**src/rtl/mlc_pkg.sv**
```systemverilog
package mlc_pkg;

    localparam int FIX_MAX = 48;

    localparam logic [1:0] REG_LEFT   = 2'd0;
    localparam logic [1:0] REG_RIGHT  = 2'd1;
    localparam logic [1:0] REG_BOTTOM = 2'd2;
    localparam logic [1:0] REG_TOP    = 2'd3;

    localparam int OC_LEFT   = 0;
    localparam int OC_RIGHT  = 1;
    localparam int OC_TOP    = 2;
    localparam int OC_BOTTOM = 3;

    localparam logic [1:0] CL_SEARCH = 2'd0;
    localparam logic [1:0] CL_ACCEPT = 2'd1;
    localparam logic [1:0] CL_REJECT = 2'd2;

    typedef struct packed {
        logic       valid;
        logic       done;
        logic       vis;
        logic [3:0] code;
    } mlc_ctl_t;

    function automatic logic [3:0] outcode(
        input logic signed [FIX_MAX-1:0] x,
        input logic signed [FIX_MAX-1:0] y,
        input logic signed [FIX_MAX-1:0] wl,
        input logic signed [FIX_MAX-1:0] wr,
        input logic signed [FIX_MAX-1:0] wb,
        input logic signed [FIX_MAX-1:0] wt
    );
        logic [3:0] c;
        c            = 4'd0;
        c[OC_LEFT]   = x < wl;
        c[OC_RIGHT]  = x > wr;
        c[OC_TOP]    = y > wt;
        c[OC_BOTTOM] = y < wb;
        return c;
    endfunction

    function automatic logic [1:0] classify(input logic [3:0] ca, input logic [3:0] cb);
        logic [1:0] k;
        if ((ca | cb) == 4'd0)
        begin
            k = CL_ACCEPT;
        end
        else if ((ca & cb) != 4'd0)
        begin
            k = CL_REJECT;
        end
        else
        begin
            k = CL_SEARCH;
        end
        return k;
    endfunction

endpackage

```
**src/rtl/mlc_round.sv**
```systemverilog
module mlc_round #(
    parameter int CW = 16,
    parameter int FB = 8
) (
    input  logic                   clk,
    input  logic                   rst_n,
    input  logic                   adv,
    input  mlc_pkg::mlc_ctl_t      ctl_i,
    input  logic signed [CW+FB-1:0] ax_i,
    input  logic signed [CW+FB-1:0] ay_i,
    input  logic signed [CW+FB-1:0] bx_i,
    input  logic signed [CW+FB-1:0] by_i,
    input  logic signed [CW+FB-1:0] rx_i,
    input  logic signed [CW+FB-1:0] ry_i,
    input  logic signed [CW+FB-1:0] wl,
    input  logic signed [CW+FB-1:0] wr,
    input  logic signed [CW+FB-1:0] wb,
    input  logic signed [CW+FB-1:0] wt,
    output logic                   out_valid,
    output logic                   visible,
    output logic [CW-1:0]          clip_x_start,
    output logic [CW-1:0]          clip_y_start,
    output logic [CW-1:0]          clip_x_end,
    output logic [CW-1:0]          clip_y_end
);

    localparam int          FW   = CW + FB;
    localparam int          HS   = (FB > 0) ? FB - 1 : 0;
    localparam logic [FW:0] HALF = (FB > 0) ? ((FW+1)'(1) << HS) : '0;

    logic signed [FW-1:0] p [0:3];
    logic [CW-1:0]        q [0:3];
    logic [3:0]           ca, cb;
    logic [1:0]           kind;
    logic                 vis;
    logic                 valid_reg;
    logic                 vis_reg;
    logic [CW-1:0]        q_reg [0:3];

    always_comb
    begin
        if (!ctl_i.done)
        begin
            p[0] = bx_i;
            p[1] = by_i;
            p[2] = rx_i;
            p[3] = ry_i;
        end
        else
        begin
            p[0] = ax_i;
            p[1] = ay_i;
            p[2] = bx_i;
            p[3] = by_i;
        end
    end

    assign ca = mlc_pkg::outcode(mlc_pkg::FIX_MAX'(p[0]), mlc_pkg::FIX_MAX'(p[1]),
                                 mlc_pkg::FIX_MAX'(wl), mlc_pkg::FIX_MAX'(wr),
                                 mlc_pkg::FIX_MAX'(wb), mlc_pkg::FIX_MAX'(wt));
    assign cb = mlc_pkg::outcode(mlc_pkg::FIX_MAX'(p[2]), mlc_pkg::FIX_MAX'(p[3]),
                                 mlc_pkg::FIX_MAX'(wl), mlc_pkg::FIX_MAX'(wr),
                                 mlc_pkg::FIX_MAX'(wb), mlc_pkg::FIX_MAX'(wt));
    assign kind = mlc_pkg::classify(ca, cb);
    assign vis  = ctl_i.done ? ctl_i.vis : (kind != mlc_pkg::CL_REJECT);

    for (genvar i = 0; i < 4; i++)
    begin : g_rnd
        logic          neg;
        logic [FW:0]   mag, r, s;
        assign neg  = p[i][FW-1];
        assign mag  = neg ? (FW+1)'(-((FW+1)'(p[i]))) : (FW+1)'(p[i]);
        assign r    = (mag + HALF) >> FB;
        assign s    = neg ? (FW+1)'(-r) : r;
        assign q[i] = vis ? s[CW-1:0] : '1;
    end

    always_ff @(posedge clk or negedge rst_n)
    begin
        if (!rst_n)
        begin
            valid_reg <= 1'b0;
        end
        else if (adv)
        begin
            valid_reg <= ctl_i.valid;
        end
    end

    always_ff @(posedge clk)
    begin
        if (adv)
        begin
            vis_reg <= vis;
            for (int k = 0; k < 4; k++)
            begin
                q_reg[k] <= q[k];
            end
        end
    end

    assign out_valid    = valid_reg;
    assign visible      = vis_reg;
    assign clip_x_start = q_reg[0];
    assign clip_y_start = q_reg[1];
    assign clip_x_end   = q_reg[2];
    assign clip_y_end   = q_reg[3];

endmodule

```
**config.mk**
```make
export PLATFORM = sky130hd
export DESIGN_NAME = mlc_round
export DESIGN_NICKNAME = d
export VERILOG_FILES = /design/src/rtl/mlc_pkg.sv /design/src/rtl/mlc_round.sv
export SDC_FILE = /design/constraint.sdc
export NUM_CORES = 1
export LEC_CHECK = 0
export BUFFER_PORTS_ARGS = -buffer_cell sky130_fd_sc_hd__buf_2
export CORE_UTILIZATION = 57
export CTS_CLUSTER_DIAMETER = 40
export CTS_CLUSTER_SIZE = 10
export DETAILED_ROUTE_END_ITERATION = 7
export PLACE_DENSITY = 0.86
export REMOVE_ABC_BUFFERS = 1
export SYNTH_ARGS = -nofsm -noshare
export SYNTH_HDL_FRONTEND = slang
export SYNTH_SLANG_ARGS = --single-unit
```
**constraint.sdc**
```tcl
create_clock -name clk -period 0.8 [get_ports clk]
set_input_delay 0.16 -clock clk [delete_from_list [all_inputs] [get_ports clk]]
set_output_delay 0.16 -clock clk [all_outputs]
set_load 0.01 [all_outputs]
```
==> summary.md, run 1 <==
| Metric | Value |
|---|---|
| IO Port Bufs | `311` |
| Clk buf depth | `2` |
| Tool error | `[ERROR GRT-0116] Global routing finished with congestion. Check the congestion regions in the DRC Viewer.` |
| Vias in the first global route | `26130` |
| CTS buffer count | `9` |
| Synth Instances | `1771` |
| Status | `aborted with a tool error` |
| Synth Area per Inst | `7.946 sq um` |
| Placed inst area | `0.01982 sq mm` |
| H-tree Lvls | `3` |
| Grt ovf | `243` |
| EDFF count, synth | `65` |
| Number of library cell types mapped by synthesis | `102` |
| # IOs | `316` |
| Dpl ws | `-3.407 ns` |
| Root cell of the clock tree | `clkbuf_16` |
| Placer Congestion | `1.103` |
| Last stage reached | `global routing (5_1_grt)` |
| Post-synth top flop | `edfxtp_1` |
| Clk sinks | `66` |
| Chip Height | `159.1 um` |
| Die X | `159.1 um` |
| Yosys Warn Count | `0` |
| HPWL after DPL | `50.46 mm` |
| Async SR Flop Fraction | `0.01515` |
| Sequential share of the synthesized area | `0.1405` |
| Number of cell rows | `57` |
| First-pass GRT wire length | `167.7 mm` |
| Synthesized area | `0.01407 sq mm` |
| Flops & latches, synth | `66` |
| Largest net degree at the start of global routing | `50` |
| Overall routing resource usage | `0.8557` |
| Initial Util | `0.5803` |
per-layer routing:
| metal | track usage | GRT overflow |
|---|---|---|
| met1 | 0.8417 | 12 |
| met2 | 0.9771 | 131 |
| met3 | 0.7812 | 10 |
| met4 | 0.8514 | 90 |
| met5 | 0.4280 | 0 |
stage by stage:
stage,TNS [ns],util,std cells,hold WS [ns]
floorplan,-302.61,-,1720,-0.1356
global placement,-199.52,0.8172,2882,-0.06585
detailed placement,-217.55,0.8172,2882,-0.06097
CTS,-184.18,0.8714,2920,0.03884
cell families after synthesis:
| family | count (synthesis) | synth area share |
|---|---|---|
| XOR/XNOR | 134 | 0.08340 |
| buffers and inverters | 220 | 0.06357 |
| AND/OR/NAND/NOR | 599 | 0.2259 |
| adder cells (fa/ha/maj) | 196 | 0.1743 |
| multiplexers | 114 | 0.08918 |
| flip-flops | 66 | 0.1405 |
| AO/OA/AOI/OAI | 442 | 0.2232 |
cell usage after synthesis (10+ instances only):
cell type	number	area (sq um)
a2111oi_0	15	131.4
xnor2_1	106	928.4
inv_1	160	600.6
o2111ai_1	12	105.1
a21oi_1	101	505.5
or3_1	14	87.58
a31oi_1	21	131.4
and2_1	13	81.33
and3_1	24	150.1
nor4_1	29	181.4
o31ai_1	11	82.58
mux2_2	36	405.4
a211oi_1	24	180.2
clkbuf_1	27	101.4
nor2_1	107	401.6
nand3_1	63	315.3
o211ai_1	17	127.6
mux2i_1	66	660.6
a211o_1	11	96.34
xor2_1	28	245.2
nand4_1	54	337.8
o21ai_0	75	375.4
nand2_1	148	555.5
o21a_1	10	75.07
nor2b_1	15	93.84
nor3_1	64	320.3
a21o_1	44	330.3
edfxtp_1	65	1952
ha_1	196	2452
what timing repair did:
action	4_1_cts
endpoints found under the hold margin	1
endpoints found under the setup margin	131
gates resized for setup	153
hold buffers	1
gates cloned	3
buffers inserted	19
pin swaps	38
==> run 2: changes to the inputs <==
--- a/config.mk
+++ b/config.mk
@@ -6,11 +6,9 @@
 export NUM_CORES = 1
 export LEC_CHECK = 0
 export BUFFER_PORTS_ARGS = -buffer_cell sky130_fd_sc_hd__buf_2
-export CORE_UTILIZATION = 57
-export CTS_CLUSTER_DIAMETER = 40
-export CTS_CLUSTER_SIZE = 10
+export CORE_UTILIZATION = 40
 export DETAILED_ROUTE_END_ITERATION = 7
-export PLACE_DENSITY = 0.86
+export PLACE_DENSITY_LB_ADDON = 0.15
 export REMOVE_ABC_BUFFERS = 1
 export SYNTH_ARGS = -nofsm -noshare
 export SYNTH_HDL_FRONTEND = slang
==> run 2 against run 1 <==
  * The flow now finishes, with violations (negative setup slack)
  * Synthesized cell count unchanged
  * Synthesized area unchanged
==> summary.md, run 2 <==
| Metric | Value |
|---|---|
| Clk buf depth | `2` |
| Fillers | `2662` |
| Rel. slew slack | `0.6080` |
| CTS buffer count | `9` |
| Worst Setup Start Kind | `input port` |
| H-tree Lvls | `3` |
| Antenna violations before repair | `0` |
| Final Skew | `0 ns` |
| Synth Instances | `1771` |
| R2r startpoint | `out_valid$_DFFE_PN0P_` |
| Final Worst Setup Slack | `-2.725 ns` |
| Fraction of layout cells with a size suffix above 1 | `0.5257` |
| Core area | `0.03454 sq mm` |
| # IOs | `316` |
| First DRT Iteration DRCs | `1149` |
| Final wirelength | `63.75 mm` |
| Max-cap viol count | `0` |
| Antenna viol nets, final | `0` |
| Clk pin slew, worst setup/hold paths | `0.06 ns` |
| RSZ-0062 raised after global routing | `true` |
| Post-synth top flop | `edfxtp_1` |
| Worst endpoint required time | `0.93 ns` |
| Hold WC Path Type | `input port to async pin` |
| Final Max Tran Viols | `0` |
| Fin nets | `3201` |
| Flops & latches, synth | `66` |
| Die X | `189.6 um` |
| Critical Path Sink | `q_reg[0][13]$_SDFFCE_PN1P_` |
| DR WL/cell | `19.83 um` |
| Min Hold Slack | `0.09079 ns` |
| Placed Cells | `3077` |
| Finished Layout Cells | `3215` |
| Commonest cells after routing, fill and taps aside | `632 x buf_4, 304 x buf_2, 181 x ha_1` |
| Ranking of synthesized cells by area | `ha_1 17%, edfxtp_1 14%, xnor2_1 6.6%` |
| Skew-Pair Late Insertion Delay | `0.38 ns` |
| Initial Util | `0.4074` |
| Async SR Flop Fraction | `0.01515` |
| Maximum VDD drop | `1263 uV` |
| P_leak | `11.64 nW` |
| Achievable Freq | `283.7 MHz` |
| Yosys Warn Count | `0` |
| Final worst path period need | `3.525 ns` |
| Number of cell rows | `68` |
| Final period util | `4.407` |
| IO Port Bufs | `311` |
| Grt ovf | `0` |
| Vias per cell | `5.695` |
| CTS tree | `done` |
| Synthesized area | `0.01407 sq mm` |
| Die Footprint | `0.03593 sq mm` |
| Share of the synthesized area in the top cell type | `0.1743` |
| Worst reg2reg setup slack | `-0.06 ns` |
| CP max FO | `6` |
| Antenna cells | `0` |
| Post-route cell area | `0.02483 sq mm` |
| Number of flip-flops in the largest register | `64` |
| Chip Height | `189.6 um` |
| Root cell of the clock tree | `clkbuf_16` |
| Final hold violation count | `0` |
| Least-Margin Pin Slew | `0.5880 ns` |
| Status | `finished, violations left` |
| Placed inst area | `0.02054 sq mm` |
| Placer Congestion | `0.9723` |
| Overall routing resource usage | `0.3327` |
| R2R cell count | `2` |
| Drt pass-1 iters | `5` |
| Power per cell area | `1112 mW/mm^2` |
| Residual DRC | `0` |
| Type of the worst setup path | `input port to flop` |
| Final setup fails | `132` |
| Number of library cell types mapped by synthesis | `102` |
| Synth Area per Inst | `7.946 sq um` |
| P&R area growth vs syn | `76.44%` |
| Clk sinks | `66` |
| Top cells by count, synth | `196 x ha_1, 160 x inv_1, 148 x nand2_1, 107 x nor2_1, 106 x xnor2_1` |
| Sequential share of the synthesized area | `0.1405` |
| First-pass GRT wire length | `93.67 mm` |
| R2r endpoint | `out_valid$_DFFE_PN0P_` |
| Synth area leader | `ha_1` |
| Worst Setup SP | `ax_i[0]` |
| Largest net degree at the start of global routing | `33` |
| Vias in the first global route | `18050` |
| Commonest non-fill, non-tap cell in the layout | `buf_4` |
| Via total after detailed routing | `18310` |
| CP Capture Type | `flop` |
| Crit path DAT | `3.66 ns` |
| Most common cell in the netlist | `ha_1` |
| Failing checks | `negative setup slack` |
| EDFF count, synth | `65` |
| HPWL after DPL | `48.79 mm` |
## run 2: worst max-delay path, stage by stage
cell      delay (ns)
buf_8           0.10
nor4_4          0.26
buf_4           0.17
nand2_4         0.07
a21oi_4         0.17
nor2_2          0.05
xnor2_1         0.14
ha_2            0.25
nand2_4         0.10
nor3_4          0.05
nor4_4          0.37
a211oi_2        0.10
or3_4           0.43
a211oi_2        0.26
o211ai_1        0.18
nor3_2          0.23
mux2i_1         0.24
mux2_1          0.33
## run 2: area by class of cell
type / count / area, sq um / area share
repair buffers: 1023 / 7701 / 0.3102
clock inverters: 6 / 67.56 / 0.002721
well taps: 455 / 569.3 / 0.02293
clock buffers: 10 / 229.0 / 0.009222
multi-input cells: 1485 / 13610 / 0.5482
flip-flops and latches: 66 / 1977 / 0.07962
repair inverters: 1 / 16.27 / 0.0006551
inverters: 169 / 656.9 / 0.02646
## run 2: cells by family after synthesis
logic type | synth area share
adders and majority gates | 0.1743
muxes | 0.08918
xor gates and xnor gates | 0.08340
AOI/OAI and AO/OA | 0.2232
buffers and inverters | 0.06357
DFF | 0.1405
and+or+nand+nor | 0.2259
## run 2: report_power, final
part           switching [mW]  internal [mW]
Combinational            9.47           9.25
Sequential              0.159           4.47
Clock                    1.84           2.42
Total                    11.5           16.1
## run 2: worst min path at each step
stage | slack, ns | from | to | depth (start not counted)
after floorplan | -0.14 | rst_n | out_valid$_DFFE_PN0P_ | 0
after global placement | -0.07 | rst_n | out_valid$_DFFE_PN0P_ | 1
after detailed placement | -0.06 | rst_n | out_valid$_DFFE_PN0P_ | 1
after CTS | 0.07 | rst_n | out_valid$_DFFE_PN0P_ | 2
after global routing | 0.08 | rst_n | out_valid$_DFFE_PN0P_ | 2
final | 0.09 | rst_n | out_valid$_DFFE_PN0P_ | 2
## run 2: stage by stage
| stage | worst slack, ns | total power, mW | util | TNS (ns) |
|---|---|---|---|---|
| global route | -2.923 | 29.18 | 0.7188 | -190.90 |
| detailed placement | -3.519 | 19.11 | 0.5945 | -226.72 |
| global placement | -3.512 | 18.89 | 0.5945 | -224.57 |
| floorplan | -4.906 | 11.77 | - | -302.61 |
| finish | -2.725 | 27.60 | 0.7188 | -182.74 |
| CTS | -2.547 | 25.14 | 0.6617 | -177.80 |
## run 2: metal layers
| layer | vias to the layer above | track usage | part of all wire | wire length, um |
|---|---|---|---|---|
| met5 | - | 0 | 0 | 0 |
| met4 | 0 | 0.1573 | 0.054 | 3417 |
| met3 | 205 | 0.04593 | 0.060 | 3850 |
| met2 | 771 | 0.6214 | 0.51 | 32340 |
| met1 | 8659 | 0.3682 | 0.38 | 24140 |
| li1 | 8673 | - | - | - |
## run 2: repair_timing
item,in CTS,in global routing
hold buffers,2,0
endpoints found under the hold margin,2,0
gates cloned,8,11
gates resized for setup,280,301
setup buffers,54,63
endpoints found under the setup margin,131,132
pin swaps,100,123
Note: power is estimated with default switching activity, not from simulation.
