$ cat config.mk
export PLATFORM = sky130hd
export DESIGN_NAME = mlc_step
export DESIGN_NICKNAME = d
export VERILOG_FILES = /design/src/rtl/mlc_pkg.sv /design/src/rtl/mlc_step.sv
export SDC_FILE = /design/constraint.sdc
export NUM_CORES = 1
export LEC_CHECK = 0
export ABC_AREA = 0
export BUFFER_PORTS_ARGS = -buffer_cell sky130_fd_sc_hd__buf_2
export CAP_MARGIN = 10
export CORE_AREA = 2 2 168 212
export DETAILED_ROUTE_END_ITERATION = 8
export DIE_AREA = 0 0 170 214
export PLACE_DENSITY = 0.74
export SETUP_SLACK_MARGIN = 0.05
export SYNTH_ARGS = -nofsm -noshare
export SYNTH_HDL_FRONTEND = slang
export SYNTH_SLANG_ARGS = --single-unit
$ cat constraint.sdc
create_clock -name clk -period 0.8 [get_ports clk]
set_input_delay 0.16 -clock clk [delete_from_list [all_inputs] [get_ports clk]]
set_output_delay 0.16 -clock clk [all_outputs]
set_load 0.1 [all_outputs]
$ cat src/rtl/mlc_pkg.sv
package mlc_pkg;

    localparam int FIX_MAX = 48;

    localparam logic [1:0] REG_LEFT   = 2'd0;
    localparam logic [1:0] REG_RIGHT  = 2'd1;
    localparam logic [1:0] REG_BOTTOM = 2'd2;
    localparam logic [1:0] REG_TOP    = 2'd3;

    localparam int OC_LEFT   = 0;
    localparam int OC_RIGHT  = 1;
    localparam int OC_TOP    = 2;
    localparam int OC_BOTTOM = 3;

    localparam logic [1:0] CL_SEARCH = 2'd0;
    localparam logic [1:0] CL_ACCEPT = 2'd1;
    localparam logic [1:0] CL_REJECT = 2'd2;

    typedef struct packed {
        logic       valid;
        logic       done;
        logic       vis;
        logic [3:0] code;
    } mlc_ctl_t;

    function automatic logic [3:0] outcode(
        input logic signed [FIX_MAX-1:0] x,
        input logic signed [FIX_MAX-1:0] y,
        input logic signed [FIX_MAX-1:0] wl,
        input logic signed [FIX_MAX-1:0] wr,
        input logic signed [FIX_MAX-1:0] wb,
        input logic signed [FIX_MAX-1:0] wt
    );
        logic [3:0] c;
        c            = 4'd0;
        c[OC_LEFT]   = x < wl;
        c[OC_RIGHT]  = x > wr;
        c[OC_TOP]    = y > wt;
        c[OC_BOTTOM] = y < wb;
        return c;
    endfunction

    function automatic logic [1:0] classify(input logic [3:0] ca, input logic [3:0] cb);
        logic [1:0] k;
        if ((ca | cb) == 4'd0)
        begin
            k = CL_ACCEPT;
        end
        else if ((ca & cb) != 4'd0)
        begin
            k = CL_REJECT;
        end
        else
        begin
            k = CL_SEARCH;
        end
        return k;
    endfunction

endpackage

$ cat src/rtl/mlc_step.sv
module mlc_step #(
    parameter int FW      = 24,
    parameter int EPS_LSB = 1
) (
    input  logic                 clk,
    input  logic                 rst_n,
    input  logic                 adv,
    input  mlc_pkg::mlc_ctl_t    ctl_i,
    input  logic signed [FW-1:0] ax_i,
    input  logic signed [FW-1:0] ay_i,
    input  logic signed [FW-1:0] bx_i,
    input  logic signed [FW-1:0] by_i,
    input  logic signed [FW-1:0] rx_i,
    input  logic signed [FW-1:0] ry_i,
    input  logic signed [FW-1:0] wl,
    input  logic signed [FW-1:0] wr,
    input  logic signed [FW-1:0] wb,
    input  logic signed [FW-1:0] wt,
    output mlc_pkg::mlc_ctl_t    ctl_o,
    output logic signed [FW-1:0] ax_o,
    output logic signed [FW-1:0] ay_o,
    output logic signed [FW-1:0] bx_o,
    output logic signed [FW-1:0] by_o,
    output logic signed [FW-1:0] rx_o,
    output logic signed [FW-1:0] ry_o
);

    localparam logic [FW:0] EPS = (FW+1)'(EPS_LSB);

    logic signed [FW:0]   dx, dy, sx, sy;
    logic [FW:0]          adx, ady;
    logic signed [FW-1:0] mx, my;
    logic                 far, go, hit;
    mlc_pkg::mlc_ctl_t    ctl_reg;
    logic signed [FW-1:0] ax_reg, ay_reg, bx_reg, by_reg, rx_reg, ry_reg;

    assign dx  = (FW+1)'(ax_i) - (FW+1)'(bx_i);
    assign dy  = (FW+1)'(ay_i) - (FW+1)'(by_i);
    assign adx = dx[FW] ? (FW+1)'(-dx) : (FW+1)'(dx);
    assign ady = dy[FW] ? (FW+1)'(-dy) : (FW+1)'(dy);
    assign far = (adx > EPS) || (ady > EPS);
    assign go  = ctl_i.valid && !ctl_i.done && far;

    assign sx = (FW+1)'(ax_i) + (FW+1)'(bx_i);
    assign sy = (FW+1)'(ay_i) + (FW+1)'(by_i);
    assign mx = FW'(sx >>> 1);
    assign my = FW'(sy >>> 1);

    assign hit = |(mlc_pkg::outcode(mlc_pkg::FIX_MAX'(mx), mlc_pkg::FIX_MAX'(my),
                                    mlc_pkg::FIX_MAX'(wl), mlc_pkg::FIX_MAX'(wr),
                                    mlc_pkg::FIX_MAX'(wb), mlc_pkg::FIX_MAX'(wt))
                   & ctl_i.code);

    always_ff @(posedge clk or negedge rst_n)
    begin
        if (!rst_n)
        begin
            ctl_reg <= '0;
        end
        else if (adv)
        begin
            ctl_reg <= ctl_i;
        end
    end

    always_ff @(posedge clk)
    begin
        if (adv)
        begin
            rx_reg <= rx_i;
            ry_reg <= ry_i;
            if (go && hit)
            begin
                ax_reg <= ax_i;
                ay_reg <= ay_i;
                bx_reg <= mx;
                by_reg <= my;
            end
            else if (go)
            begin
                ax_reg <= mx;
                ay_reg <= my;
                bx_reg <= bx_i;
                by_reg <= by_i;
            end
            else
            begin
                ax_reg <= ax_i;
                ay_reg <= ay_i;
                bx_reg <= bx_i;
                by_reg <= by_i;
            end
        end
    end

    assign ctl_o = ctl_reg;
    assign ax_o  = ax_reg;
    assign ay_o  = ay_reg;
    assign bx_o  = bx_reg;
    assign by_o  = by_reg;
    assign rx_o  = rx_reg;
    assign ry_o  = ry_reg;

endmodule

==> results, run 1 <==
- The share of total power dissipated in combinational logic is 0.595.
- For this run, the post-layout net count is 3088.
- The final hold violation count is 0.
- During I/O placement, the number of pins put on the boundary was 401.
- The filler cell count is 2126.
- The most common cell after layout, fill and taps aside is buf_4.
- Counting the buffers created by CTS gives 17.
- The part of the Yosys area used for sequential elements is 0.294.
- For this run, the total global-route usage over all layers was measured as 0.342.
- The post-place instance area is 24400 um^2.
- The floorplan has 76 rows.
- The synthesized design contains 144 enable-type register cells.
- The biggest fanout along the worst timing path is 8.
- Before antenna repair, the detailed router went through 5 iterations.
- The HPWL after detailed placement is 47100 um.
- Setup repair after global routing could not meet its margin everywhere.
- Of the total power, the share spent switching nets is 0.440.
- The number of max-slew violations in the final report was 0.
- The highest clock rate is 0.189 GHz.
- Setup slack on the critical path of the routed design comes to -4490 ps.
- The worst-case clock buffer depth is 2.
- The class of the tightest hold or removal check is primary input to flop.
- After clock tree synthesis, the clock-pin slew on the worst setup and hold paths is 80 ps.
- Summing every instance area after synthesis gives 15300 um^2.
- Entering global routing, the biggest net connects 26 pins.
- After synthesis, the netlist uses 112 different library cells.
- For the worst-skew pair, the clock arrives at the later sink with an insertion delay of 460 ps.
- Data arrives at the worst endpoint at 5500 ps.
- Synthesis inferred 151 register bits.
- The growth of design area from synthesis to finish is 72.4%.
- The checks that failed: setup timing.
- The ratio of routed vias to standard cells is 5.67.
- The worst clock skew is 0 ps.
- The portion of total power attributed to sequential cells is 0.221.
- The clock tree from TritonCTS is built.
- The final weighted congestion in routability-driven placement is 0.916.
- The required time at the worst-slack endpoint is 1000 ps.
- The synthesized netlist cell count is 1635.
- The category of the critical setup timing path is primary input to flop.
- The final routed wirelength across all metal layers is 64100 um.
- After detailed routing, the number of remaining DRC violations is 0.
- In the layout the commonest cells are buf_4, buf_2, inv_1.
- For the pin with the worst max-slew slack, the measured transition is 765 ps.
- Buffers placed on the I/O ports in this run total 400.
- The run finished, with violations left.
- The largest vdd supply drop is 1.47 mV.
- For this design the static power due to leakage is 12.8 nW.
- The number of DRC markers after the initial detailed-route iteration is 1304.
- The routed length per instance is 20.7 um.
- The total of endpoints with negative setup slack in the final report is 254.
- The share of the clock period used by the worst path is 6.62.
- In the final layout, the share of cells above drive strength 1 is 0.463.
- The die covers 36400 um^2.
- The power density normalized to cell area is 1800 nW/um^2.
- Once detail routing completed, the nets flagged for antenna violations numbered 0.
- The core region is 34200 um^2.
- The number of global-route vias before repair was 18600.
- The net switching power is 20.9 mW.
- The number of synthesis warnings is 0.
- The number of nets in the synthesized netlist is 2081.
- For this run, the number of standard cells in the final layout without fillers is 3091.
- The capturing element type of the critical path is a flop.
- The average instance in the mapped netlist occupies 9.36 um^2.
- Max-cap violations in this run came to 0.
- The total number of H-tree levels is 4.
- The count of vias placed by the detailed router is 17500.
- The root cell of the clock tree is clkbuf_16.
- The total overflow reported by the global router is 0.
- Counting tap cells, the placed design contains a total of 2966 instances.
- The finished cells cover 26400 um^2.
- In the synthesized netlist the async set-or-reset flop fraction comes to 0.0464.
- The final critical path time including I/O delays and setup is 5290 ps.
- The clock sink total is 151.
- The die is 170 um wide.
- The worst pin sits at a relative slew slack of 0.486.
- The internal power component is 26.6 mW.
- The share of total power dissipated in the clock network is 0.184.
- The die is 214 um tall.
- The most frequently used flop master after synthesis is edfxtp_1.
- For this configuration, the core starts out at a cell density of 0.447.
- The first global-routing pass estimated 97100 um of wire.
- The worst setup path is launched from a primary input.
- Hold timing on the final database bottoms out at a slack of 17.5 ps.
- The initial antenna violation count was 7.
==> worst max-delay path: stages <==
cell	delay, ps
buf_2	130
buf_4	150
ha_1	310
nand2b_1	170
a21oi_1	260
o21ai_1	160
nand4_1	190
a21oi_2	110
o31ai_1	350
a22oi_1	180
a21oi_1	200
a21oi_1	110
o21bai_1	170
a21oi_2	110
xnor2_2	220
ha_1	290
nor2b_1	140
o21ai_0	230
nand2b_1	140
a21oi_1	230
o211a_1	230
o31ai_2	90
a211o_4	310
buf_12	130
nand2b_4	90
buf_8	140
buf_12	160
mux2_4	330
==> worst paths after layout <==
check                      startpoint  endpoint  slack, ps  cells past startpoint
min in group asynchronous       rst_n  ctl_o[6]        120                      2
min                           ay_i[6]   ay_o[6]         20                      2
max reg2reg                  ctl_o[2]  ctl_o[2]       -310                      3
max in group asynchronous       rst_n  ctl_o[4]        480                      2
min reg2reg                  ctl_o[1]  ctl_o[1]        610                      1
max                           ax_i[1]  bx_o[14]      -4490                     28
==> layer usage <==
metal | GRT usage | vias to the layer above | routed length [um] | share of wire
met4 | 0.230 | 0 | 4720 | 0.074
li1 | - | 8055 | - | -
met3 | 0.0582 | 289 | 3400 | 0.053
met5 | 0 | - | 0 | 0
met2 | 0.644 | 870 | 34000 | 0.53
met1 | 0.336 | 8317 | 22000 | 0.34
==> cell families (layout without fill, tap and decap cells) <==
group	count (synthesis)	in the layout	synth area share
multiplexers	114	114	0.0874
buffers and inverters	247	1267	0.0682
flip-flops	151	151	0.294
AND/OR/NAND/NOR	432	432	0.150
other	0	7	0
XOR/XNOR	71	71	0.0421
AO/OA/AOI/OAI	424	424	0.196
adder cells (fa/ha/maj)	196	196	0.162
==> synthesized netlist by cell type (12+ instances only) <==
master	count	share of area
clkbuf_1	18	0.0044
mux2_1	20	0.015
ha_1	192	0.16
nand2b_1	23	0.0094
a21oi_1	115	0.038
or3_1	12	0.0049
a21o_1	43	0.021
inv_1	190	0.047
nor2b_1	23	0.0094
xnor2_1	43	0.025
nand2_1	78	0.019
mux2_2	65	0.048
a31oi_1	14	0.0057
buf_2	18	0.0059
nor2_1	103	0.025
nor3_1	40	0.013
nand4_1	27	0.011
o21bai_1	13	0.0064
mux2_4	18	0.018
o211ai_1	14	0.0069
edfxtp_1	144	0.28
and3_1	14	0.0057
o21ai_0	58	0.019
nand3_1	39	0.013
and2_1	17	0.0070
xor2_1	25	0.014
o31ai_1	14	0.0069
==> power groups by stage <==
stage | clock (mW) | combinational, mW | sequential, mW
after floorplan | 0 | 8.91 | 15.9
after global placement | 0 | 25.6 | 10.6
after detailed placement | 0 | 26.3 | 10.6
after CTS | 8.64 | 27.5 | 10.4
after global routing | 9.05 | 29.7 | 10.5
final | 8.76 | 28.3 | 10.5
==> sequential cells by signal, indices dropped and copies added (netlist names) <==
name,cells
ctl_o,7
bx_o,24
ry_o,24
ax_o,24
rx_o,24
ay_o,24
by_o,24
==> repair_timing <==
| action | in CTS | in global routing |
|---|---|---|
| hold buffers | 54 | 0 |
| buffers inserted | 20 | 5 |
| pin swaps | 24 | 3 |
| hold endpoints to repair | 62 | 0 |
| gates cloned | 6 | 1 |
| setup endpoints to repair | 254 | 254 |
| gates resized for setup | 63 | 20 |
==> metrics by stage <==
step	setup TNS (ps)	setup slack, ps	utilization	total power, mW
floorplan	-436880	-4220	-	24.8
global placement	-480150	-4930	0.713	36.1
detailed placement	-491350	-5060	0.713	36.9
CTS	-476390	-4270	0.765	46.6
global route	-517550	-4680	0.770	49.2
finish	-495440	-4490	0.770	47.5
==> layout make-up <==
cell class              instances  area (um^2)  share of cell area
inverters                     192          721              0.0273
diodes                          7         17.5            0.000664
well taps                     429          537              0.0204
clock inverters                15          204             0.00773
clock buffers                  17          425              0.0161
repair buffers               1043         9650               0.366
multi-input cells            1237        10300               0.390
flip-flops and latches        151         4530               0.172
No activity file was read; power rests on OpenSTA's default activity.
==> run 2, diff against run 1 <==
--- a/config.mk
+++ b/config.mk
@@ -7,10 +7,12 @@
 export LEC_CHECK = 0
 export ABC_AREA = 0
 export BUFFER_PORTS_ARGS = -buffer_cell sky130_fd_sc_hd__buf_2
-export CAP_MARGIN = 10
+export CAP_MARGIN = 20
 export CORE_AREA = 2 2 168 212
+export CTS_BUF_LIST = sky130_fd_sc_hd__clkbuf_8
 export DETAILED_ROUTE_END_ITERATION = 8
 export DIE_AREA = 0 0 170 214
+export MAX_ROUTING_LAYER = met4
 export PLACE_DENSITY = 0.74
 export SETUP_SLACK_MARGIN = 0.05
 export SYNTH_ARGS = -nofsm -noshare
==> results, run 2 (synthesized netlist as in run 1, its figures left out) <==
- The run finished, with violations left.
- The final reports fail on hold timing, setup timing.
- The CTS clock-pin slew for the worst setup and hold paths is 120 ps.
- Of the total power, registers draw 0.230.
- The highest clock rate is 0.190 GHz.
- At the end of the flow, the number of nets in the layout was 3080.
- Compared with the post-synthesis result, the final layout area differs by 71.2%.
- The share of total power dissipated in the clock network is 0.147.
- The total overflow reported by the global router is 0.
- Across the routed clock network, the largest skew measured is 0 ps.
- The wire length of the first global-routing pass is 97400 um.
- The final hold violation count was 30.
- The clock tree from TritonCTS is built.
- The top cell types in the final layout, fill and taps aside, are buf_4, buf_2, inv_1.
- The worst relative slew slack is 0.577.
- The smallest clock period supported by the final layout is computed as 5280 ps.
- In this run the horizontal extent of the chip is 170 um.
- The class of the tightest hold or removal check is primary input to flop.
- At the end of routability-driven placement, the weighted congestion stood at 0.957.
- STA classifies the critical path startpoint as a primary input.
- The net switching power is 20.7 mW.
- Dividing the detail-routed wire length by the instance count gives 20.9 um.
- The arrival time of the worst setup path is 5560 ps.
- The number of ports placed on the die boundary is 401.
- Of the cells placed in the final design, the portion with a size suffix greater than 1 is 0.463.
- For this block, the via count after detailed routing is 17600.
- The total of endpoints with negative setup slack in the final report is 254.
- The hold-fix buffer count after cts is 56.
- Setup repair after global routing could not meet its margin everywhere.
- Of the total power, the share spent switching nets is 0.454.
- The clock sink total is 151.
- The critical path is of the primary input to flop type.
- Adding up every negative setup slack in the final design gives -504070 ps.
- The worst-case clock buffer depth is 2.
- The number of max-slew violations in the final report is 0.
- The critical path's largest stage delay is 330 ps.
- The initial cell density of the core is 0.447.
- For this design, the slowest cell found on the critical path is mux2_4.
- Internal power comes to 24.8 mW.
- Leaving out fill and tap cells, the most frequent cell in the layout is buf_4.
- The number of port buffers is 400.
- The initial antenna violation count is 5.
- The worst hold margin is -67.8 ps.
- The antenna violation net count after detailed routing is 0.
- The filler cell count is 2118.
- At the later pin of the worst-skew pair, clock insertion delay measures 530 ps.
- Entering global routing, the biggest net connects 39 pins.
- The required time at the worst-slack endpoint is 1090 ps.
- Dividing total power by cell area gives a power density of 1740 nW/um^2.
- The design draws 45.5 mW.
- The count of standard-cell rows is 76.
- The number of global-route vias before repair came to 18700.
- TritonCTS created 17 clock buffers.
- The core region is 34200 um^2.
- The clock tree synthesis step divided the H-tree into 4 levels.
- Across every metal layer, demand over resource in global routing totals 0.352.
- Summed over all layers, the routed wires come to 64500 um.
- The capturing element type of the critical path is a flop.
- Detailed placement ended at an HPWL of 47200 um.
- The cell sitting at the root of the clock tree is a clkbuf_8.
- Of the total power, combinational logic draws 0.623.
- The detailed router finished its first iteration with 1351 violations.
- Using the TritonRoute via totals, the vias-per-cell ratio works out to 5.70.
- The number of iterations in the first detailed-routing pass is 5.
- The biggest fanout along the worst timing path is 6.
- The share of the clock period used by the worst path is 6.60.
- The setup slack of the critical path after layout is -4480 ps.
- Summed over all cells, the static leakage comes to 12.8 nW.
- Max-cap violations in this run came to 0.
- The vertical extent of the die is 214 um.
- The die covers 36400 um^2.
- The largest vdd supply drop is 1.10 mV.
- The remaining routing DRC violations is 0.
- For the pin with the worst max-slew slack, the measured transition is 629 ps.
## run 2: cell types whose count changed in the layout (fill, tap and decap cells not counted), sizes merged
cell and change:
dlygate4sd3 +2, clkbuf +1, buf -11, clkinv -3, inv +3, diode -1
## run 2: worst paths after layout
path / slack [ps] / end / start / depth (start not counted)
max in group asynchronous: 10 / ctl_o[3] / rst_n / 3
min in group asynchronous: 640 / ctl_o[0] / rst_n / 3
max: -4480 / ax_o[13] / ay_i[0] / 32
min: -70 / by_o[6] / by_i[6] / 2
min reg2reg: 620 / ctl_o[2] / ctl_o[2] / 1
max reg2reg: -240 / ctl_o[5] / ctl_o[5] / 2
## run 2: worst max-delay path: cells and delay by family
kind	cells	cell delay, ps
buffers and inverters	5	680
muxes	1	330
xor gates and xnor gates	1	230
AOI/OAI and AO/OA	16	2860
adders and majority gates	3	710
and+or+nand+nor	6	560
## run 2: layout make-up
type,instances,area [um^2],share of cell area
Tap cell,429,537,0.0205
Clock inverter,15,199,0.00760
Inverter,192,721,0.0275
Timing Repair Buffer,1035,9580,0.366
Multi-Input combinational cell,1237,10400,0.396
Clock buffer,17,234,0.00894
Antenna cell,6,15.0,0.000573
Sequential cell,151,4530,0.173
## run 2: what timing repair did
item | 4_1_cts | 5_1_grt
setup buffers | 25 | 10
pin swaps | 31 | 15
gates resized for setup | 71 | 46
gates cloned | 6 | 1
hold endpoints to repair | 107 | 34
endpoints found under the setup margin | 254 | 261
## run 2: routing by layer
layer	routed length, um	up-vias	GRT usage
li1	-	8037	-
met2	34500	859	0.651
met5	0	-	-
met3	3660	277	0.0589
met4	4150	0	0.207
met1	22200	8408	0.340
## run 2: power by group through the flow
stage                     logic [mW]  clock network (mW)  registers (mW)
after global placement          25.5                   0            10.6
after global routing            29.8                6.95            10.5
after floorplan                 8.91                   0            15.9
after CTS                       27.5                6.63            10.4
final                           28.3                6.69            10.5
after detailed placement        26.2                   0            10.6
## run 2: per-stage QoR
step / instance area [um^2] / setup WS [ps] / utilization / hold WS, ps / std cells
5_1_grt: 26200 / -4640 / 0.765 / -75.3 / 3081
3_3_place_gp: 24300 / -4980 / 0.709 / -5.43 / 2951
6_report: 26200 / -4480 / 0.765 / -67.8 / 3082
3_5_place_dp: 24300 / -5230 / 0.709 / 3.96 / 2951
4_1_cts: 26000 / -4280 / 0.759 / -56.5 / 3070
2_1_floorplan: 15700 / -4220 / - / -136 / 1635
