`src/rtl/mlc_pkg.sv`:
```
package mlc_pkg;

    localparam int FIX_MAX = 48;

    localparam logic [1:0] REG_LEFT   = 2'd0;
    localparam logic [1:0] REG_RIGHT  = 2'd1;
    localparam logic [1:0] REG_BOTTOM = 2'd2;
    localparam logic [1:0] REG_TOP    = 2'd3;

    localparam int OC_LEFT   = 0;
    localparam int OC_RIGHT  = 1;
    localparam int OC_TOP    = 2;
    localparam int OC_BOTTOM = 3;

    localparam logic [1:0] CL_SEARCH = 2'd0;
    localparam logic [1:0] CL_ACCEPT = 2'd1;
    localparam logic [1:0] CL_REJECT = 2'd2;

    typedef struct packed {
        logic       valid;
        logic       done;
        logic       vis;
        logic [3:0] code;
    } mlc_ctl_t;

    function automatic logic [3:0] outcode(
        input logic signed [FIX_MAX-1:0] x,
        input logic signed [FIX_MAX-1:0] y,
        input logic signed [FIX_MAX-1:0] wl,
        input logic signed [FIX_MAX-1:0] wr,
        input logic signed [FIX_MAX-1:0] wb,
        input logic signed [FIX_MAX-1:0] wt
    );
        logic [3:0] c;
        c            = 4'd0;
        c[OC_LEFT]   = x < wl;
        c[OC_RIGHT]  = x > wr;
        c[OC_TOP]    = y > wt;
        c[OC_BOTTOM] = y < wb;
        return c;
    endfunction

    function automatic logic [1:0] classify(input logic [3:0] ca, input logic [3:0] cb);
        logic [1:0] k;
        if ((ca | cb) == 4'd0)
        begin
            k = CL_ACCEPT;
        end
        else if ((ca & cb) != 4'd0)
        begin
            k = CL_REJECT;
        end
        else
        begin
            k = CL_SEARCH;
        end
        return k;
    endfunction

endpackage

```
`src/rtl/mlc_turn.sv`:
```
module mlc_turn #(
    parameter int FW   = 24,
    parameter bit SWAP = 1'b1
) (
    input  logic                 clk,
    input  logic                 rst_n,
    input  logic                 adv,
    input  mlc_pkg::mlc_ctl_t    ctl_i,
    input  logic signed [FW-1:0] ax_i,
    input  logic signed [FW-1:0] ay_i,
    input  logic signed [FW-1:0] bx_i,
    input  logic signed [FW-1:0] by_i,
    input  logic signed [FW-1:0] rx_i,
    input  logic signed [FW-1:0] ry_i,
    input  logic signed [FW-1:0] wl,
    input  logic signed [FW-1:0] wr,
    input  logic signed [FW-1:0] wb,
    input  logic signed [FW-1:0] wt,
    output mlc_pkg::mlc_ctl_t    ctl_o,
    output logic signed [FW-1:0] ax_o,
    output logic signed [FW-1:0] ay_o,
    output logic signed [FW-1:0] bx_o,
    output logic signed [FW-1:0] by_o,
    output logic signed [FW-1:0] rx_o,
    output logic signed [FW-1:0] ry_o
);

    logic signed [FW-1:0] na_x, na_y, nb_x, nb_y;
    logic [3:0]           ca, cb;
    logic [1:0]           kind;
    mlc_pkg::mlc_ctl_t    ctl_next;
    mlc_pkg::mlc_ctl_t    ctl_reg;
    logic signed [FW-1:0] ax_reg, ay_reg, bx_reg, by_reg;

    always_comb
    begin
        if (SWAP && !ctl_i.done)
        begin
            na_x = bx_i;
            na_y = by_i;
            nb_x = rx_i;
            nb_y = ry_i;
        end
        else
        begin
            na_x = ax_i;
            na_y = ay_i;
            nb_x = bx_i;
            nb_y = by_i;
        end
    end

    assign ca = mlc_pkg::outcode(mlc_pkg::FIX_MAX'(na_x), mlc_pkg::FIX_MAX'(na_y),
                                 mlc_pkg::FIX_MAX'(wl), mlc_pkg::FIX_MAX'(wr),
                                 mlc_pkg::FIX_MAX'(wb), mlc_pkg::FIX_MAX'(wt));
    assign cb = mlc_pkg::outcode(mlc_pkg::FIX_MAX'(nb_x), mlc_pkg::FIX_MAX'(nb_y),
                                 mlc_pkg::FIX_MAX'(wl), mlc_pkg::FIX_MAX'(wr),
                                 mlc_pkg::FIX_MAX'(wb), mlc_pkg::FIX_MAX'(wt));
    assign kind = mlc_pkg::classify(ca, cb);

    always_comb
    begin
        ctl_next = ctl_i;
        if (ctl_i.valid && !ctl_i.done)
        begin
            ctl_next.code = cb;
            if (kind == mlc_pkg::CL_ACCEPT)
            begin
                ctl_next.done = 1'b1;
                ctl_next.vis  = 1'b1;
            end
            else if (kind == mlc_pkg::CL_REJECT)
            begin
                ctl_next.done = 1'b1;
                ctl_next.vis  = 1'b0;
            end
        end
    end

    always_ff @(posedge clk or negedge rst_n)
    begin
        if (!rst_n)
        begin
            ctl_reg <= '0;
        end
        else if (adv)
        begin
            ctl_reg <= ctl_next;
        end
    end

    always_ff @(posedge clk)
    begin
        if (adv)
        begin
            ax_reg <= na_x;
            ay_reg <= na_y;
            bx_reg <= nb_x;
            by_reg <= nb_y;
        end
    end

    assign ctl_o = ctl_reg;
    assign ax_o  = ax_reg;
    assign ay_o  = ay_reg;
    assign bx_o  = bx_reg;
    assign by_o  = by_reg;
    assign rx_o  = ax_reg;
    assign ry_o  = ay_reg;

endmodule

```
`config.mk`:
```
export PLATFORM = sky130hd
export DESIGN_NAME = mlc_turn
export DESIGN_NICKNAME = d
export VERILOG_FILES = /design/src/rtl/mlc_pkg.sv /design/src/rtl/mlc_turn.sv
export SDC_FILE = /design/constraint.sdc
export NUM_CORES = 1
export LEC_CHECK = 0
export ABC_AREA = 1
export BUFFER_PORTS_ARGS = -buffer_cell sky130_fd_sc_hd__clkbuf_2
export CAP_MARGIN = 20
export CORE_MARGIN = 2
export CORE_UTILIZATION = 42
export DETAILED_ROUTE_END_ITERATION = 10
export PLACE_DENSITY = 0.74
export SYNTH_ARGS = -nofsm -noshare
export SYNTH_HDL_FRONTEND = slang
export SYNTH_SLANG_ARGS = --single-unit
```
`constraint.sdc`:
```
create_clock -name clk -period 0.8 [get_ports clk]
set_input_delay 0.08 -clock clk [delete_from_list [all_inputs] [get_ports clk]]
set_output_delay 0.08 -clock clk [all_outputs]
set_load 0.005 [all_outputs]
```
==> results of run 1 <==
[flip-flops by register name, indices dropped and copies added (netlist names)]
name	flops
ax_o	24
by_o	24
ay_o	24
bx_o	24
ctl_o	7
[per-layer routing]
metal  routed length (µm)  global-route usage (%)  vias to the layer above
met5                    0                       0                        -
met4                  895                   9.742                        0
met3                 1709                   2.972                       57
met2                18100                   49.81                      392
met1                13330                   29.25                     4654
li1                     -                       -                     5105
[worst max-delay path: stages]
cell and delay, ps:
buf_16 150, buf_16 170, buf_6 130, nand2_1 60, nand2_2 90, ha_4 270, nand2_1 50, nor2_2 100
nand4_1 190, nor2_2 180, nand2_1 90, nand3_1 70, nand2_1 60, nand3_2 120, nor2_2 50, nor2_1 100
nand3_1 80, nand2_1 80, nand2_1 60, nor2_1 80, nor2_1 50
[repair_timing]
| action | 4_1_cts | 5_1_grt |
|---|---|---|
| hold endpoints to repair | 12 | 0 |
| resized for setup | 67 | 157 |
| pin swaps | 37 | 41 |
| gates cloned | 1 | 2 |
| buffers inserted | 9 | 8 |
| endpoints found under the setup margin | 170 | 162 |
| hold buffers | 6 | 0 |
[power by group through the flow]
stage | sequential, mW | combinational (mW) | clock [mW]
floorplan | 6.85 | 3.57 | 0
finish | 6.73 | 7.71 | 4.37
global placement | 6.84 | 6.40 | 0
global route | 6.77 | 8.57 | 4.67
detailed placement | 6.84 | 6.57 | 0
CTS | 6.73 | 6.96 | 4.52
[cell type report]
type | instances | area [µm²]
fillers | 1945 | 8150
inverters | 186 | 724.4
repair buffers | 569 | 3511
well taps | 285 | 356.6
multi-input cells | 899 | 6539
clock inverters | 6 | 42.54
flip-flops and latches | 103 | 3058
clock buffers | 10 | 229.0
diodes | 1 | 2.502
repair inverters | 2 | 27.53
[placed cells by master, fill, tap and decap left out, types with 5 or more instances in the layout]
cell type / count
edfxtp_1: 96
inv_1: 181
o21ai_4: 13
dlygate4sd3_1: 6
o21ai_2: 29
nand3_2: 7
buf_12: 7
o21ai_1: 14
nand2_2: 56
nor2_1: 44
o21a_1: 5
nor2_4: 5
clkbuf_2: 393
nand3_1: 25
clkbuf_16: 9
ha_4: 35
a21oi_2: 13
nand2_4: 11
buf_4: 141
nor2_2: 19
buf_6: 14
dfrtp_1: 7
o21ai_0: 9
nand2_1: 358
a21o_1: 5
a21oi_1: 58
ha_1: 153
nand4_1: 14
[path summary, 6_finish.rpt]
path	from	endpoint	slack, ps	cells after the start
worst max-delay path	ctl_i[5]	ctl_o[5]	-1300	21
worst min-delay path	ctl_i[3]	ctl_o[3]	4	3
worst max register to register	ctl_o[4]	ctl_o[4]	50	3
worst min register to register	ctl_o[6]	ctl_o[6]	490	2
max in group asynchronous	rst_n	ctl_o[4]	480	2
min in group asynchronous	rst_n	ctl_o[3]	120	2
[kinds of logic after synthesis]
family	after synthesis	synth area share, %
and+or+nand+nor	554	23.35
buffers and inverters	256	11.98
DFF	103	31.65
adders and majority gates	188	24.35
AOI/OAI and AO/OA	157	8.676
[per-stage QoR]
step	setup TNS, ps	instances	hold slack (ps)
2_1_floorplan	-15820	1258	-215.6
3_3_place_gp	-40510	2018	-52.00
3_5_place_dp	-43330	2018	-48.81
4_1_cts	-33970	2050	13.23
5_1_grt	-37460	2061	34.47
6_report	-31810	2061	3.928
==> flow_metrics.tcl, run 1 <==
set metrics [dict create \
    die_w_um 155.7 \
    layout-drive-gt1-share_pct 44.23 \
    clkSinkCount 103 \
    vdd_drop_max_uv 885.1 \
    required_ps 1050 \
    finalClockSkew_ps 0 \
    p_total_mw 18.81 \
    core_area_um2 22640 \
    area_growth_pct 49.97 \
    grt_pass1_vias 9985 \
    cts.reportedPaths.clkPinSlew_ps 80 \
    cts_max_path_buffers 2 \
    syn_nets 1696 \
    routed_wl_um 34040 \
    synth_edf_count 96 \
    crit_arrival_ps 2350 \
    synth_commonest_cells "nand2_1, ha_1, inv_1, edfxtp_1, a21oi_1" \
    cts-root-buf "clkbuf_16" \
    design_area_um2 14490 \
    setup_viol_count_final 163 \
    post_dp_cell_area_um2 12930 \
    final_util_pct 64.00 \
    synthCells 1258 \
    worstHoldPathType "input port to flop" \
    wl_per_cell_um 16.51 \
    synth_cell_types 34 \
    finalHoldViolations 0 \
    slew_headroom_pct 79.62 \
    yosysTopAreaCellShare_pct 29.84 \
    rsz0062_at_grt "true" \
    vias 10210 \
    fin_ws_ps -1298 \
    yosysMostFrequentCell "nand2_1" \
    worst_pin_slew_ps 304.0 \
    period_needed_ps 2098 \
    p_sw_share_pct 34.96 \
    seq_area_frac_synth_pct 31.65 \
    antenna_found_initial 1 \
    synth_top_flop_cell "edfxtp_1" \
    grt.total_usage_pct 25.94 \
    power_density_nw_per_um2 1298 \
    worst-setup-path-type "input port to flop" \
    yosysTopAreaCell "edfxtp_1" \
    place_congestion 0.8863 \
    vias_per_cell 4.953 \
    endpoint_kind "flop" \
    ioPinCount 401 \
    cp_max_fo 16 \
    synth_area_leaders "edfxtp_1, ha_1, nand2_1" \
    synth-seq-cells 103 \
    fin_nets 2208 \
    drt_iter0_drc 420 \
    grt_overflow_total 0 \
    power.internal_mw 12.23 \
    cts_tree "done" \
    die_h_um 155.7 \
    p_clk_share_pct 23.2 \
    hpwl_um 26950 \
    numCtsBuffers 9 \
    syn_area_per_cell_um2 7.680 \
    grt_max_degree 53 \
    period_share_pct 262.2 \
    clk_latency_ps 350 \
    dieArea_um2 24230 \
    synth-warning-count 0 \
    num_rows 55 \
    initial_utilization_pct 42.67 \
    status "complete, but fails checks" \
    pwr-share-comb_pct 41.0 \
    p_seq_share_pct 35.8 \
    switchingPower_mw 6.575 \
    grt_pass1_wl_um 48820 \
    drcViolationCount 0 \
    drtPass1Iterations 5 \
    drv_slew 0 \
    ant_nets 0 \
    netlist_area_um2 9662 \
    violations "setup timing" \
    pre_cts_ws_ps -2137 \
    p_leak_nw 7.960 \
    synth_async_sr_flop_share_pct 6.796 \
    htreeDepth 3 \
    fmax_mhz 476.7 \
    cp-start-kind "input port" \
    port_buffers 400 \
    cap_viol_max_count 0 \
]
Note: power is estimated with default switching activity, not from simulation.
==> run 2, diff against run 1 <==
==> config.mk (replaced) <==
export PLATFORM = sky130hd
export DESIGN_NAME = mlc_turn
export DESIGN_NICKNAME = d
export VERILOG_FILES = /design/src/rtl/mlc_pkg.sv /design/src/rtl/mlc_turn.sv
export SDC_FILE = /design/constraint.sdc
export NUM_CORES = 1
export LEC_CHECK = 0
export BUFFER_PORTS_ARGS = -buffer_cell sky130_fd_sc_hd__clkbuf_2
export CAP_MARGIN = 20
export CORE_AREA = 2 2 157 159
export DETAILED_ROUTE_END_ITERATION = 10
export DIE_AREA = 0 0 159 161
export PLACE_DENSITY = 0.7
export SYNTH_ARGS = -nofsm -noshare
export SYNTH_HDL_FRONTEND = slang
export SYNTH_SLANG_ARGS = --single-unit
==> run 2 against run 1 <==
Against the previous run: sequential cell count unchanged; worst setup slack worse by 450 ps; first-iteration DRC count is 9.3% lower; count of clock-buffer cells in the layout increased by 1; utilization is 3.7 points lower; the run still ends with setup timing left; wire length shrank 3.3%; area after synthesis shrank 3.6%; critical path type unchanged; sequential power about the same; via count decreased by 12%; design area decreased by 0.33%.
==> flow_metrics.tcl, run 2 <==
set metrics [dict create \
    r2r_slack_ps -200 \
    cts-root-buf "clkbuf_16" \
    routed_wl_um 32900 \
    hold_path_end "ctl_o[6]" \
    synth_top_flop_cell "edfxtp_1" \
    finalClockSkew_ps 0 \
    synthCells 885 \
    grtUsageMet2_pct 47.83 \
    grt_overflow_total 0 \
    cts.reportedPaths.clkPinSlew_ps 80 \
    period_share_pct 318.8 \
    grt-busiest-layer "met2" \
    crit_arrival_ps 2830 \
    cts_max_path_buffers 2 \
    synth_area_leaders "edfxtp_1, ha_1, mux2_2" \
    power_density_nw_per_um2 1331 \
    cp-start-kind "input port" \
    pre_cts_ws_ps -2433 \
    period_needed_ps 2551 \
    drv_slew 0 \
    setup_viol_count_final 175 \
    cts_tree "done" \
    grt_max_degree 39 \
    p_total_mw 19.23 \
    clkSinkCount 103 \
    grt_pass1_wl_um 48730 \
    fillers 2038 \
    synth-seq-cells 103 \
    multi_input_area_um2 6327 \
    slowest_stage "mux2_4" \
    initial_utilization_pct 38.87 \
    holdWs_ps 36.69 \
    required_ps 1080 \
    vias_per_cell 5.043 \
    slew_headroom_pct 71.05 \
    numCtsBuffers 9 \
    reg2reg_from "ctl_o[4]" \
    stdcell_count 1774 \
    yosysTopAreaCellShare_pct 30.95 \
    cap_viol_max_count 0 \
    endpoint_kind "flop" \
    core_area_um2 23960 \
    yosysTopAreaCell "edfxtp_1" \
    port_buffers 400 \
    dieArea_um2 25600 \
    fmax_mhz 392.1 \
    p_leak_nw 7.378 \
    use_met3_pct 4.494 \
    seq_area_frac_synth_pct 32.83 \
    final_util_pct 60.27 \
    cp_slowest_stage_delay_ps 340 \
    wl_per_cell_um 18.54 \
    fin_nets 1883 \
    diodes 0 \
    finalHoldViolations 0 \
    num_rows 57 \
    antenna_found_initial 0 \
    clk_latency_ps 350 \
    die_w_um 159 \
    syn_area_per_cell_um2 10.53 \
    seq_area_um2 3058 \
    synth_cell_types 62 \
    yosysMostFrequentCell "ha_1" \
    hp-start "ctl_i[6]" \
    synth_edf_count 96 \
    synth_commonest_cells "ha_1, inv_1, edfxtp_1, mux2_2, a21oi_1" \
    htreeDepth 3 \
    worst_pin_slew_ps 434.3 \
    vias 8946 \
    drtPass1Iterations 5 \
    drt_iter0_drc 381 \
    vdd_drop_max_uv 790.4 \
    worst-setup-path-type "input port to flop" \
    worstHoldPathType "input port to flop" \
    violations "setup timing" \
    grt_pass1_vias 9200 \
    status "complete, but fails checks" \
    hpwl_um 27050 \
    ioPinCount 401 \
    drcViolationCount 0 \
    layout_commonest_cell "clkbuf_2" \
    r2r_cells 4 \
    grt.total_usage_pct 24.62 \
    area_growth_pct 55.04 \
    die_h_um 161 \
    netlist_area_um2 9315 \
    numPlacedInstances 1733 \
    syn_nets 1323 \
    ant_nets 0 \
    synth-warning-count 0 \
    min_path_cells 2 \
    layout-drive-gt1-share_pct 55.17 \
    fin_ws_ps -1751 \
    synth_async_sr_flop_share_pct 6.796 \
    use_met1_pct 27.06 \
    final_cell_mix "clkbuf_2, buf_4, ha_1" \
    crit_chain "buf_16 -> buf_16 -> buf_8 -> mux2_4 -> ha_4 -> nand4_1 -> nand4bb_1 -> a311oi_1 -> buf_4 -> a211oi_2 -> mux2_4 -> a21oi_4 -> a221oi_4 -> a21bo_2 -> a21oi_2" \
    r2r_end "ctl_o[4]" \
    rsz0062_at_grt "true" \
    cp_max_fo 6 \
    place_congestion 0.9110 \
]
run 2: cell count changes in the layout (fill, tap and decap cells not counted), moves of 21 or more:
cell / previous run / this run
nand4_1: 14 / 35
nand2_2: 56 / 1
inv_1: 181 / 109
mux2_4: 0 / 73
nand2_1: 358 / 33
o21ai_2: 29 / 2
buf_4: 141 / 164
mux2_2: 0 / 22
run 2: per-stage QoR:
| step | setup TNS (ps) | cell area (µm²) |
|---|---|---|
| 4_1_cts | -35610 | 14020 |
| 2_1_floorplan | -35240 | 9973 |
| 3_5_place_dp | -62040 | 13240 |
| 6_report | -33790 | 14440 |
| 5_1_grt | -40390 | 14440 |
| 3_3_place_gp | -60120 | 13240 |
run 2: metal layers:
metal	vias to the layer above	wire, µm
met4	0	966
li1	4405	-
met5	-	0
met1	4131	12770
met3	53	1780
met2	357	17380
run 2: cell type report:
type,count,share of cell area (%)
Inverter,109,2.833
Sequential cell,103,21.17
Tap cell,324,2.807
Timing Repair Buffer,610,27.35
Clock buffer,11,1.750
Clock inverter,5,0.2772
Multi-Input combinational cell,612,43.81
run 2: kinds of logic after synthesis:
| family | Yosys count | synth area share (%) |
|---|---|---|
| flip-flops | 103 | 32.83 |
| adder cells (fa/ha/maj) | 188 | 25.25 |
| AND/OR/NAND/NOR | 145 | 8.288 |
| AO/OA/AOI/OAI | 176 | 12.30 |
| buffers and inverters | 170 | 8.946 |
| multiplexers | 103 | 12.38 |
run 2: power by group:
| part | total [mW] | internal (mW) | leakage, nW | switching (mW) |
|---|---|---|---|---|
| combinational | 7.89 | 4.18 | 6.21 | 3.71 |
| clock | 4.61 | 2.32 | 0.146 | 2.29 |
| sequential | 6.73 | 6.49 | 1.02 | 0.242 |
run 2: how the worst max path moves through the flow:
stage,slack (ps),from,to,cells after the start
6_report,-1750,ctl_i[5],ctl_o[5],15
5_1_grt,-1820,ctl_i[5],ctl_o[4],12
4_1_cts,-1690,ctl_i[5],ctl_o[5],15
3_5_place_dp,-2430,ctl_i[5],ctl_o[5],14
3_3_place_gp,-2380,ctl_i[5],ctl_o[5],14
2_1_floorplan,-1900,ctl_i[5],ctl_o[5],13
run 2: timing repair:
item | 4_1_cts | 5_1_grt
setup buffers | 10 | 9
gates resized for setup | 62 | 70
setup endpoints to repair | 234 | 175
pin swaps | 30 | 41
hold endpoints to repair | 8 | 0
gates cloned | 4 | 1
hold buffers | 2 | 0
run 2: worst max-delay path: cells and delay by family:
family,cells,cell delay [ps]
AO/OA/AOI/OAI,6,880
multiplexers,2,670
buffers and inverters,4,590
AND/OR/NAND/NOR,2,320
adder cells (fa/ha/maj),1,270
==> run 3, diff against run 2 <==
--- a/config.mk
+++ b/config.mk
@@ -11,6 +11,7 @@
 export DETAILED_ROUTE_END_ITERATION = 10
 export DIE_AREA = 0 0 159 161
 export PLACE_DENSITY = 0.7
+export SKIP_LAST_GASP = 1
 export SYNTH_ARGS = -nofsm -noshare
 export SYNTH_HDL_FRONTEND = slang
 export SYNTH_SLANG_ARGS = --single-unit
==> run 3 against run 2 <==
Against the previous run: the flow still finishes with violations (setup timing); utilization increased by 0.13 points; worst setup slack gained 29 ps; clock power about the same; sequential share of layout area about the same; design area up 0.21%; count of clock-buffer cells in the layout unchanged; critical endpoint unchanged; highest routed layer unchanged.
==> flow_metrics.tcl, run 3 (same netlist as run 2, synthesis figures left out) <==
set metrics [dict create \
    cp-start-kind "input port" \
    drv_slew 0 \
    pre_cts_ws_ps -2433 \
    grt.total_usage_pct 24.66 \
    dieArea_um2 25600 \
    path_depth 14 \
    worst-setup-path-type "input port to flop" \
    diodes 0 \
    endpoint_kind "flop" \
    ioPinCount 401 \
    vdd_drop_max_uv 805.1 \
    num_rows 57 \
    drt_iter0_drc 368 \
    worstPathBufferInverterCount 4 \
    layout_commonest_cell "clkbuf_2" \
    htreeDepth 3 \
    fin_nets 1886 \
    post_dp_cell_area_um2 13240 \
    tns_ps -33660 \
    layout-drive-gt1-share_pct 55.88 \
    crit_arrival_ps 2760 \
    hpwl_um 27050 \
    period_share_pct 315.2 \
    required_ps 1040 \
    finalHoldViolations 0 \
    initial_utilization_pct 38.87 \
    crit_chain "buf_16 -> buf_16 -> buf_4 -> mux2_4 -> buf_6 -> ha_4 -> nand4_1 -> nor3_2 -> o311a_1 -> or3_4 -> nand2_4 -> a221oi_4 -> a21bo_2 -> a21oi_2" \
    r2r_slack_ps -170 \
    fin_ws_ps -1721 \
    rsz0062_at_grt "true" \
    finalClockSkew_ps 0 \
    antenna_found_initial 0 \
    power_density_nw_per_um2 1334 \
    numCtsBuffers 9 \
    cp_slowest_stage_delay_ps 330 \
    numPlacedInstances 1733 \
    setup_viol_count_final 173 \
    reg2reg_from "ctl_o[4]" \
    cts_max_path_buffers 2 \
    grt_max_degree 39 \
    die_w_um 159 \
    place_congestion 0.9110 \
    wl_per_cell_um 18.83 \
    grt_overflow_total 0 \
    cp-endpoint "ctl_o[5]" \
    clk_latency_ps 350 \
    status "complete, but fails checks" \
    period_needed_ps 2521 \
    worst_pin_slew_ps 447.9 \
    r2r_cells 4 \
    slew_headroom_pct 69.82 \
    grt_pass1_vias 9217 \
    die_h_um 161 \
    vias 8997 \
    ant_nets 0 \
    slowest_stage "mux2_4" \
    cts_tree "done" \
    cap_viol_max_count 0 \
    final_cell_mix "clkbuf_2, buf_4, ha_1" \
    core_area_um2 23960 \
    fmax_mhz 396.6 \
    design_area_um2 14470 \
    worstHoldPathType "input port to flop" \
    drcViolationCount 0 \
    crit_top_cell "buf_16" \
    cp_max_fo 7 \
    vias_per_cell 5.063 \
    startpoint "ctl_i[5]" \
    routed_wl_um 33460 \
    cts.reportedPaths.clkPinSlew_ps 80 \
    clkSinkCount 103 \
    holdWs_ps 23.87 \
    stdcell_count 1777 \
    p_leak_nw 7.382 \
    cts-root-buf "clkbuf_16" \
    critPathTopFamily "compound AO/OA/AOI/OAI gates" \
    violations "setup timing" \
    drtPass1Iterations 5 \
    r2r_end "ctl_o[4]" \
    port_buffers 400 \
    grt_pass1_wl_um 48820 \
    area_growth_pct 55.37 \
]
[run 3: changes by cell type in the layout (fill, tap and decap cells not counted), moves of 2 or more]
cell,change
buf_4,+17
buf_6,-14
mux2_2,+3
mux2_4,-3
ha_1,-2
ha_4,+2
o21ai_1,-2
[run 3: worst min-delay path, stage by stage]
cell,delay (ps)
clkbuf_2,80
mux2i_1,60
a21oi_1,110
[run 3: repair_timing]
item,4_1_cts,5_1_grt
pin swaps,29,40
endpoints found under the hold margin,8,0
hold buffers,2,0
cloned,4,2
buffers inserted,10,11
setup endpoints to repair,234,178
gates resized for setup,52,69
[run 3: cell type report]
class | count | area (µm²)
fillers | 2032 | 9490
multi-input cells | 612 | 6377
repair buffers | 613 | 3930
flip-flops and latches | 103 | 3058
inverters | 109 | 409.1
well taps | 324 | 405.4
clock buffers | 11 | 252.7
clock inverters | 5 | 40.04
[run 3: metrics by stage]
step / power, mW / util, %
final: 19.31 / 60.40
after global routing: 20.41 / 60.40
after CTS: 18.93 / 58.37
after detailed placement: 13.89 / 55.24
after global placement: 13.73 / 55.24
after floorplan: 10.64 / -
[run 3: metal layers]
layer  share of wire [%]  GRT usage, %  up-vias
met5                   0             0        -
met3                 5.7         4.597       57
met1                  38         27.05     4171
li1                    -             -     4406
met2                  53         47.89      363
met4                 2.9         7.645        0
[run 3: worst min path at each step]
stage	depth (start not counted)	end	slack (ps)	from
3_3_place_gp	1	ctl_o[6]	-40	rst_n
2_1_floorplan	0	ctl_o[0]	-220	rst_n
5_1_grt	2	ctl_o[6]	20	ctl_i[6]
3_5_place_dp	1	ctl_o[6]	-30	rst_n
6_report	3	ctl_o[2]	20	ctl_i[2]
4_1_cts	3	ctl_o[2]	10	ctl_i[2]
[run 3: report_power, final]
part           switching, mW  internal, mW
clock                   2.28          2.32
combinational           3.76          4.21
sequential             0.245          6.49
